`src/rtl/matrix4_vector_transform_macros.svh`:
```
// Assertion macros shared by the transform block.
// Depends on nothing; users must have clk and rst_n in scope.
`ifndef MATRIX4_VECTOR_TRANSFORM_MACROS_SVH
`define MATRIX4_VECTOR_TRANSFORM_MACROS_SVH

// Same-cycle implication, checked at every rising edge out of reset.
`define M4VT_ASSERT_NOW(label, ante, cons, msg) \
  label: assert property (@(posedge clk) disable iff (!rst_n) (ante) |-> (cons)) \
    else $error(msg);

// Next-cycle implication, checked at every rising edge out of reset.
`define M4VT_ASSERT_NEXT(label, ante, cons, msg) \
  label: assert property (@(posedge clk) disable iff (!rst_n) (ante) |=> (cons)) \
    else $error(msg);

`endif

```
`src/rtl/m4vt_pkg.sv`:
```
// Shared types and constants for the 4x4 matrix-vector transform block.
// Depends on nothing.
package m4vt_pkg;

  localparam int FRAC_BITS = 16;
  localparam int DIM = 4;
  localparam int LANE_STAGES = 4;
  localparam int FIFO_DEPTH = 8;
  localparam int PTR_W = $clog2(FIFO_DEPTH);
  localparam int CNT_W = $clog2(FIFO_DEPTH + 1);

  localparam logic CMD_LOAD = 1'b0;
  localparam logic CMD_XFORM = 1'b1;

  localparam logic signed [31:0] ENTRY_ONE = 32'sd1 <<< FRAC_BITS;
  localparam logic signed [31:0] SAT_MAX = 32'sh7FFF_FFFF;
  localparam logic signed [31:0] SAT_MIN = 32'sh8000_0000;

  typedef struct packed {
    logic              cmd;
    logic [1:0]        row;
    logic [1:0]        col;
    logic signed [31:0] entry_value;
    logic signed [31:0] vec_x;
    logic signed [31:0] vec_y;
    logic signed [31:0] vec_z;
    logic signed [31:0] vec_w;
  } in_item_t;

  typedef struct packed {
    logic signed [31:0] out_x;
    logic signed [31:0] out_y;
    logic signed [31:0] out_z;
    logic signed [31:0] out_w;
    logic              saturated;
  } out_item_t;

  typedef struct packed {
    logic signed [31:0] value;
    logic              sat;
  } lane_res_t;

endpackage

```
`src/rtl/m4vt_merge.sv`:
```
// Merge stage: joins the four lane results, ORs the clip flags, queues results.
// Depends on m4vt_pkg. The caller bounds occupancy so a push never overflows.
module m4vt_merge
  import m4vt_pkg::*;
(
  input  logic      clk,
  input  logic      rst_n,
  input  logic      push_i,
  input  lane_res_t res_i [DIM],
  input  logic      pop_i,
  output logic      out_valid,
  output out_item_t out_data
);

  out_item_t        fifo_r [FIFO_DEPTH];
  logic [PTR_W-1:0] wr_ptr_r;
  logic [PTR_W-1:0] rd_ptr_r;
  logic [CNT_W-1:0] count_r;
  out_item_t        merged;

  always_comb begin
    merged.out_x     = res_i[0].value;
    merged.out_y     = res_i[1].value;
    merged.out_z     = res_i[2].value;
    merged.out_w     = res_i[3].value;
    merged.saturated = res_i[0].sat | res_i[1].sat | res_i[2].sat | res_i[3].sat;
  end

  always_ff @(posedge clk) begin
    if (push_i) begin
      fifo_r[wr_ptr_r] <= merged;
    end
  end

  always_ff @(posedge clk) begin
    if (!rst_n) begin
      wr_ptr_r <= '0;
      rd_ptr_r <= '0;
      count_r  <= '0;
    end else begin
      if (push_i) begin
        wr_ptr_r <= wr_ptr_r + 1'b1;
      end
      if (pop_i) begin
        rd_ptr_r <= rd_ptr_r + 1'b1;
      end
      if (push_i && !pop_i) begin
        count_r <= count_r + 1'b1;
      end else if (pop_i && !push_i) begin
        count_r <= count_r - 1'b1;
      end
    end
  end

  assign out_valid = (count_r != '0);
  assign out_data  = fifo_r[rd_ptr_r];

endmodule

```
`config.mk`:
```
export PLATFORM = sky130hd
export DESIGN_NAME = m4vt_merge
export DESIGN_NICKNAME = d
export VERILOG_FILES = /design/src/rtl/matrix4_vector_transform_macros.svh /design/src/rtl/m4vt_pkg.sv /design/src/rtl/m4vt_merge.sv
export SDC_FILE = /design/constraint.sdc
export NUM_CORES = 1
export LEC_CHECK = 0
export ABC_CLOCK_PERIOD_IN_PS = 16550
export BUFFER_PORTS_ARGS = -buffer_cell sky130_fd_sc_hd__buf_4
export CORE_MARGIN = 5
export CORE_UTILIZATION = 54
export CTS_BUF_LIST = sky130_fd_sc_hd__clkbuf_8
export CTS_CLUSTER_SIZE = 10
export DETAILED_ROUTE_END_ITERATION = 10
export GPL_TIMING_DRIVEN = 0
export PLACE_DENSITY = 0.72
export SLEW_MARGIN = 15
export SYNTH_ARGS = -nofsm -noshare
export SYNTH_HDL_FRONTEND = slang
export SYNTH_SLANG_ARGS = --single-unit
export TNS_END_PERCENT = 100
```
`constraint.sdc`:
```
create_clock -name clk -period 16.55 [get_ports clk]
set_clock_uncertainty 0.15 [all_clocks]
set_input_delay 3.31 -clock clk [delete_from_list [all_inputs] [get_ports clk]]
set_output_delay 3.31 -clock clk [all_outputs]
set_load 0.03 [all_outputs]
```
==> flow_metrics.py, run 1 <==
metrics = {
    "synthesis": {
        "netlist_instances": 1560,
        "yosysUniqueCellTypes": 29,
        "yosysSeqAreaShare": 0.785,
        "yosys_register_bits": 1045,
        "yosys_warnings": 0,
        "syn_area_um2": 39800,
        "syn_nets": 1702,
        "syn_area_per_cell_um2": 25.5,
    },
    "layout": {
        "layout.nets": 2216,
        "instances_no_fill": 3165,
        "syn_to_final_growth_pct": 19.3,
        "drive_gt1_frac": 0.404,
    },
    "cts": {
        "cts_made_buffers": 166,
        "cts_setup_buffers": 0,
        "htreeDepth": 4,
        "ctsHoldBuffers": 0,
        "cts.path.max_buffers": 3,
        "clk_pin_slew_worst_paths_ns": 0.06,
        "cts_resized": 0,
        "cts-root-buf": "clkbuf_8",
        "cts_sinks": 1045,
        "tritoncts": "done",
        "worstSkewPairLatency_ns": 0.79,
    },
    "routing": {
        "first_pass_iters": 5,
        "post_drt_wl_per_cell_um": 26.1,
        "route.detailed.drc": 0,
        "antenna_left": 0,
        "vias_per_cell": 5.75,
        "vias": 18200,
        "drtIter0Drc": 1415,
        "routed_wl_mm": 82.7,
    },
    "die": {
        "initial_core_util": 0.545,
        "num_rows": 99,
        "die_area_um2": 79200,
        "num_io_pins": 266,
        "fp.dieW_um": 281,
        "chipHeight_um": 281,
        "core_area_um2": 73100,
    },
    "timing": {
        "rsz0062_at_grt": "no",
        "fin_crit_sh": 0.412,
        "setup-violations-final": 0,
        "relSlewSlack": 0.480,
        "hold_violations": 0,
        "drv_slew": 0,
        "fin_crit_ns": 6.82,
        "fmax_ghz": 0.147,
        "worst_pin_slew_ns": 0.780,
        "fin_tns_setup_ns": 0,
    },
    "worst_hold_path": {
        "holdCritStartpoint": "count_r[3]",
        "whs_path_depth": 2,
        "hp-class": "flip-flop to flip-flop",
        "holdPathEnd": "count_r[3]",
    },
    "setup_path": {
        "rrSetupSlack_ns": 13.63,
        "startpoint_type": "flip-flop",
        "worstPathMaxFanout": 10,
        "r2r_cells": 9,
        "crit_type": "flip-flop to primary output",
        "cp.arrival_ns": 3.36,
        "required_ns": 13.09,
        "r2r-start": "wr_ptr_r[2]",
        "endpoint_kind": "primary output",
        "r2r-end": "fifo_r[0][113]",
    },
    "global_route": {
        "grt_pass1_vias": 19500,
        "grtUsageTotal": 0.211,
        "antenna_found_initial": 9,
        "grt_overflow": 0,
        "grt_pass1_wl_mm": 123,
        "grt_max_degree": 23,
    },
    "power": {
        "powerDensity_nw_per_um2": 120,
        "peakVddDrop_mv": 0.0957,
        "leakagePower_nw": 15.8,
    },
    "run_status": {
        "status": "finished clean",
    },
    "placement": {
        "dp_hpwl_mm": 53.4,
        "dp.cells": 2865,
        "io_buffers": 265,
        "gp_congestion": 0.698,
    },
    "job": {
        "cap_viol_max_count": 0,
    },
}
registers in the layout (all words and copies together), names as in the netlist, named ones only:
register and count:
count_r 4, fifo_r 1032, rd_ptr_r 3, wr_ptr_r 3
area by class of cell:
cell class                 count  area [um^2]
sequential                  1045        31300
fill                        4790        25600
multi-input combinational    439         8070
timing repair buffer         346         3310
clock buffer                 170         2340
tap                          959         1200
clock inverter               125          767
buffer                        74          519
antenna                        5         12.5
inverter                       2         7.51
worst max-delay path: stages, from the launching register on:
cell	delay, ns
dfxtp_1	0.31
buf_2	0.26
buf_2	0.49
clkbuf_1	0.60
mux4_2	0.41
mux2_2	0.31
buf_4	0.18
metal layers:
metal / up-vias / wire (um) / track usage
li1: 7894 / - / -
met1: 9602 / 33600 / 0.288
met2: 569 / 41700 / 0.345
met3: 128 / 5740 / 0.0568
met4: 8 / 1620 / 0.0587
met5: - / 54 / 0
synthesized netlist by cell type (all sizes together):
library cell,count,area share
a211oi,1,0.00019
o21ai,1,0.00013
clkbuf,23,0.0022
nor2,7,0.00066
fa,1,0.00050
xor2,2,0.00044
nor3,2,0.00025
xnor2,4,0.00088
dlymetal6s2s,2,0.00063
inv,2,0.00019
ha,5,0.0016
edfxtp,1032,0.78
mux2i,4,0.0010
a21oi,1,0.00013
nand2,6,0.00057
and2,7,0.0011
nand3,1,0.00013
a31oi,1,0.00016
buf,49,0.010
nor2b,3,0.00047
dfxtp,13,0.0065
mux2,129,0.037
or4,2,0.00038
nand2b,4,0.00063
mux4,258,0.16
cell usage in the layout, fill, tap and decap left out, types with 4 or more instances in the layout:
cell,Yosys,layout
mux2i_1,4,4
nand2b_1,4,4
ha_1,5,5
buf_6,23,37
nand2_1,6,6
mux4_2,154,154
buf_16,0,18
buf_2,13,13
clkinv_1,0,42
xnor2_1,4,4
nor2_4,0,6
edfxtp_1,1032,1032
mux4_1,104,104
mux2_2,129,129
and2_1,7,7
buf_1,10,10
diode_2,0,5
buf_4,0,290
clkinv_2,0,26
dfxtp_1,13,13
inv_6,0,4
clkbuf_1,23,22
clkbuf_8,0,170
inv_1,2,42
buf_12,0,24
bufinv_16,0,7
power by group:
group	leakage [nW]	internal (mW)	switching, mW
Clock	1.75	1.07	0.977
Combinational	4.61	0.285	0.352
Sequential	9.48	2.98	0.0151
kinds of logic after synthesis:
kind of cell / share of synthesized area
adders and majority gates: 0.00208
and+or+nand+nor: 0.00418
buffers and inverters: 0.0132
xor gates and xnor gates: 0.00132
DFF: 0.785
AOI/OAI and AO/OA: 0.000597
muxes: 0.193
worst max path at each step:
stage	endpoint	slack [ns]	depth (start not counted)
floorplan	fifo_r[0][0]	3.51	2
global placement	fifo_r[4][56]	-6.01	3
detailed placement	out_data[72]	10.46	6
CTS	out_data[72]	9.55	6
global route	out_data[35]	9.54	6
finish	out_data[17]	9.73	6
per-stage QoR:
step / util / instance area, um^2 / hold slack (ns) / total power [mW] / setup slack (ns)
after floorplan: - / 39800 / 0.290 / 3.45 / 3.51
after global placement: 0.588 / 43000 / 0.304 / 3.69 / -6.01
after detailed placement: 0.607 / 44400 / 0.338 / 3.70 / 10.46
after CTS: 0.650 / 47500 / 0.344 / 5.75 / 9.55
after global routing: 0.650 / 47500 / 0.381 / 5.90 / 9.54
final: 0.650 / 47500 / 0.336 / 5.68 / 9.73
Note: power is estimated with default switching activity, not from simulation.
==> inputs of run 2 (changes only) <==
- ABC_CLOCK_PERIOD_IN_PS: 16550 -> 6320
- clock period: 16.55 -> 6.32 ns (I/O delays scaled with it)
==> run 2 against run 1 <==
Against the previous run:
- total power rose to 2.6 times the previous value
- non-clock buffer count fell by 16
- via count shrank 1.4%
- count of clock-buffer cells in the layout decreased by 6
- final area is 0.17% lower
- first-iteration DRC count is 12% lower
- global-route usage about the same
- hold slack got worse by 0.011 ns
- core utilization shrank 0.11 points
- critical path type unchanged
==> flow_metrics.py, run 2 (synthesis results as in run 1) <==
metrics = {
    "die": {
        "num_io_pins": 266,
        "initial_core_util": 0.545,
        "core_area_um2": 73100,
        "chipHeight_um": 281,
        "num_rows": 99,
        "fp.dieW_um": 281,
        "die_area_um2": 79200,
    },
    "routing": {
        "post_drt_wl_per_cell_um": 26.4,
        "vias_per_cell": 5.71,
        "first_pass_iters": 5,
        "vias": 17900,
        "route.detailed.drc": 0,
        "drtIter0Drc": 1239,
        "antenna_left": 0,
        "routed_wl_mm": 83.1,
    },
    "timing": {
        "fin_crit_sh": 0.743,
        "fin_crit_ns": 4.70,
        "rsz0062_at_grt": "no",
        "relSlewSlack": 0.405,
        "worst_pin_slew_ns": 0.890,
        "hold_violations": 0,
        "setup-violations-final": 0,
        "fmax_ghz": 0.213,
        "drv_slew": 0,
    },
    "power": {
        "powerDensity_nw_per_um2": 310,
        "p_total_mw": 14.7,
        "leakagePower_nw": 15.8,
        "peakVddDrop_mv": 0.227,
    },
    "global_route": {
        "grt_pass1_vias": 19200,
        "grt_pass1_wl_mm": 123,
        "grtUsageTotal": 0.211,
        "grt_max_degree": 22,
        "grt_overflow": 0,
        "antenna_found_initial": 9,
    },
    "setup_path": {
        "worstPathMaxFanout": 10,
        "crit_type": "flip-flop to primary output",
        "rrSetupSlack_ns": 3.33,
        "startpoint_type": "flip-flop",
        "required_ns": 4.91,
        "endpoint_kind": "primary output",
        "cp.arrival_ns": 3.28,
    },
    "layout": {
        "final_cell_mix": "edfxtp_1 (1032), buf_4 (265), clkbuf_8 (164), mux4_2 (154), mux2_2 (129)",
        "drive_gt1_frac": 0.395,
        "syn_to_final_growth_pct": 19.1,
        "layout.nets": 2195,
        "top_regs": "fifo_r (1032), count_r (4)",
        "regMostFlops": "fifo_r",
        "stdcell_area_um2": 47400,
        "final_common_cell": "edfxtp_1",
        "largest_reg_flops": 1032,
    },
    "cts": {
        "cts.path.max_buffers": 3,
        "cts-root-buf": "clkbuf_8",
        "cts_sinks": 1045,
        "clk_pin_slew_worst_paths_ns": 0.06,
        "ctsHoldBuffers": 0,
        "tritoncts": "done",
        "cts_resized": 0,
        "cts_made_buffers": 161,
        "cts_setup_buffers": 0,
        "worstSkewPairLatency_ns": 0.78,
        "htreeDepth": 4,
    },
    "run_status": {
        "status": "finished clean",
    },
    "placement": {
        "gp_congestion": 0.725,
        "dpl_cell_area_um2": 44400,
        "dp_hpwl_mm": 53.6,
        "io_buffers": 265,
    },
    "job": {
        "cap_viol_max_count": 0,
    },
    "worst_hold_path": {
        "hp-class": "flip-flop to flip-flop",
    },
}
run 2: cell type report:
type / count / area (um^2)
plain buffers: 74 / 519
clock inverters: 126 / 723
flip-flops and latches: 1045 / 31300
fillers: 4719 / 25700
well taps: 959 / 1200
repair buffers: 330 / 3350
inverters: 2 / 7.51
diodes: 5 / 12.5
multi-input cells: 439 / 8090
clock buffers: 164 / 2260
run 2: report_power, final:
part	switching, mW	total, mW	internal, mW
Combinational	0.926	1.68	0.756
Clock	2.53	5.18	2.64
Sequential	0.0412	7.84	7.80
run 2: final timing paths:
check	from	endpoint	cells after the start
worst min-delay path	count_r[3]	count_r[3]	2
worst max-delay path	flip-flop	out_data[92]	6
worst min register to register	count_r[3]	count_r[3]	2
worst max register to register	wr_ptr_r[2]	fifo_r[4][60]	8
run 2: metrics by stage:
step	hold slack, ns	cells	setup slack, ns	utilization	TNS [ns]
detailed placement	0.317	2849	2.33	0.608	0
floorplan	0.290	1560	-1.20	-	-1110.08
finish	0.325	3144	1.62	0.649	0
global route	0.353	3141	1.46	0.649	0
CTS	0.325	3139	1.49	0.648	0
global placement	0.317	2784	-7.19	0.588	-6996.90
run 2: metal layers:
| layer | wire, um | GRT usage | share of wire | vias to the layer above |
|---|---|---|---|---|
| met2 | 44100 | 0.366 | 0.53 | 479 |
| li1 | - | - | - | 7851 |
| met1 | 32900 | 0.272 | 0.40 | 9504 |
| met5 | 54 | 0 | 0.00065 | - |
| met4 | 1430 | 0.0584 | 0.017 | 8 |
| met3 | 4620 | 0.0528 | 0.056 | 106 |
run 2: critical path, stage by stage, from the launching register on:
cell and delay [ns]:
dfxtp_1 0.31, buf_2 0.19, buf_2 0.45, buf_1 0.66
mux4_2 0.40, mux2_2 0.30, buf_4 0.19
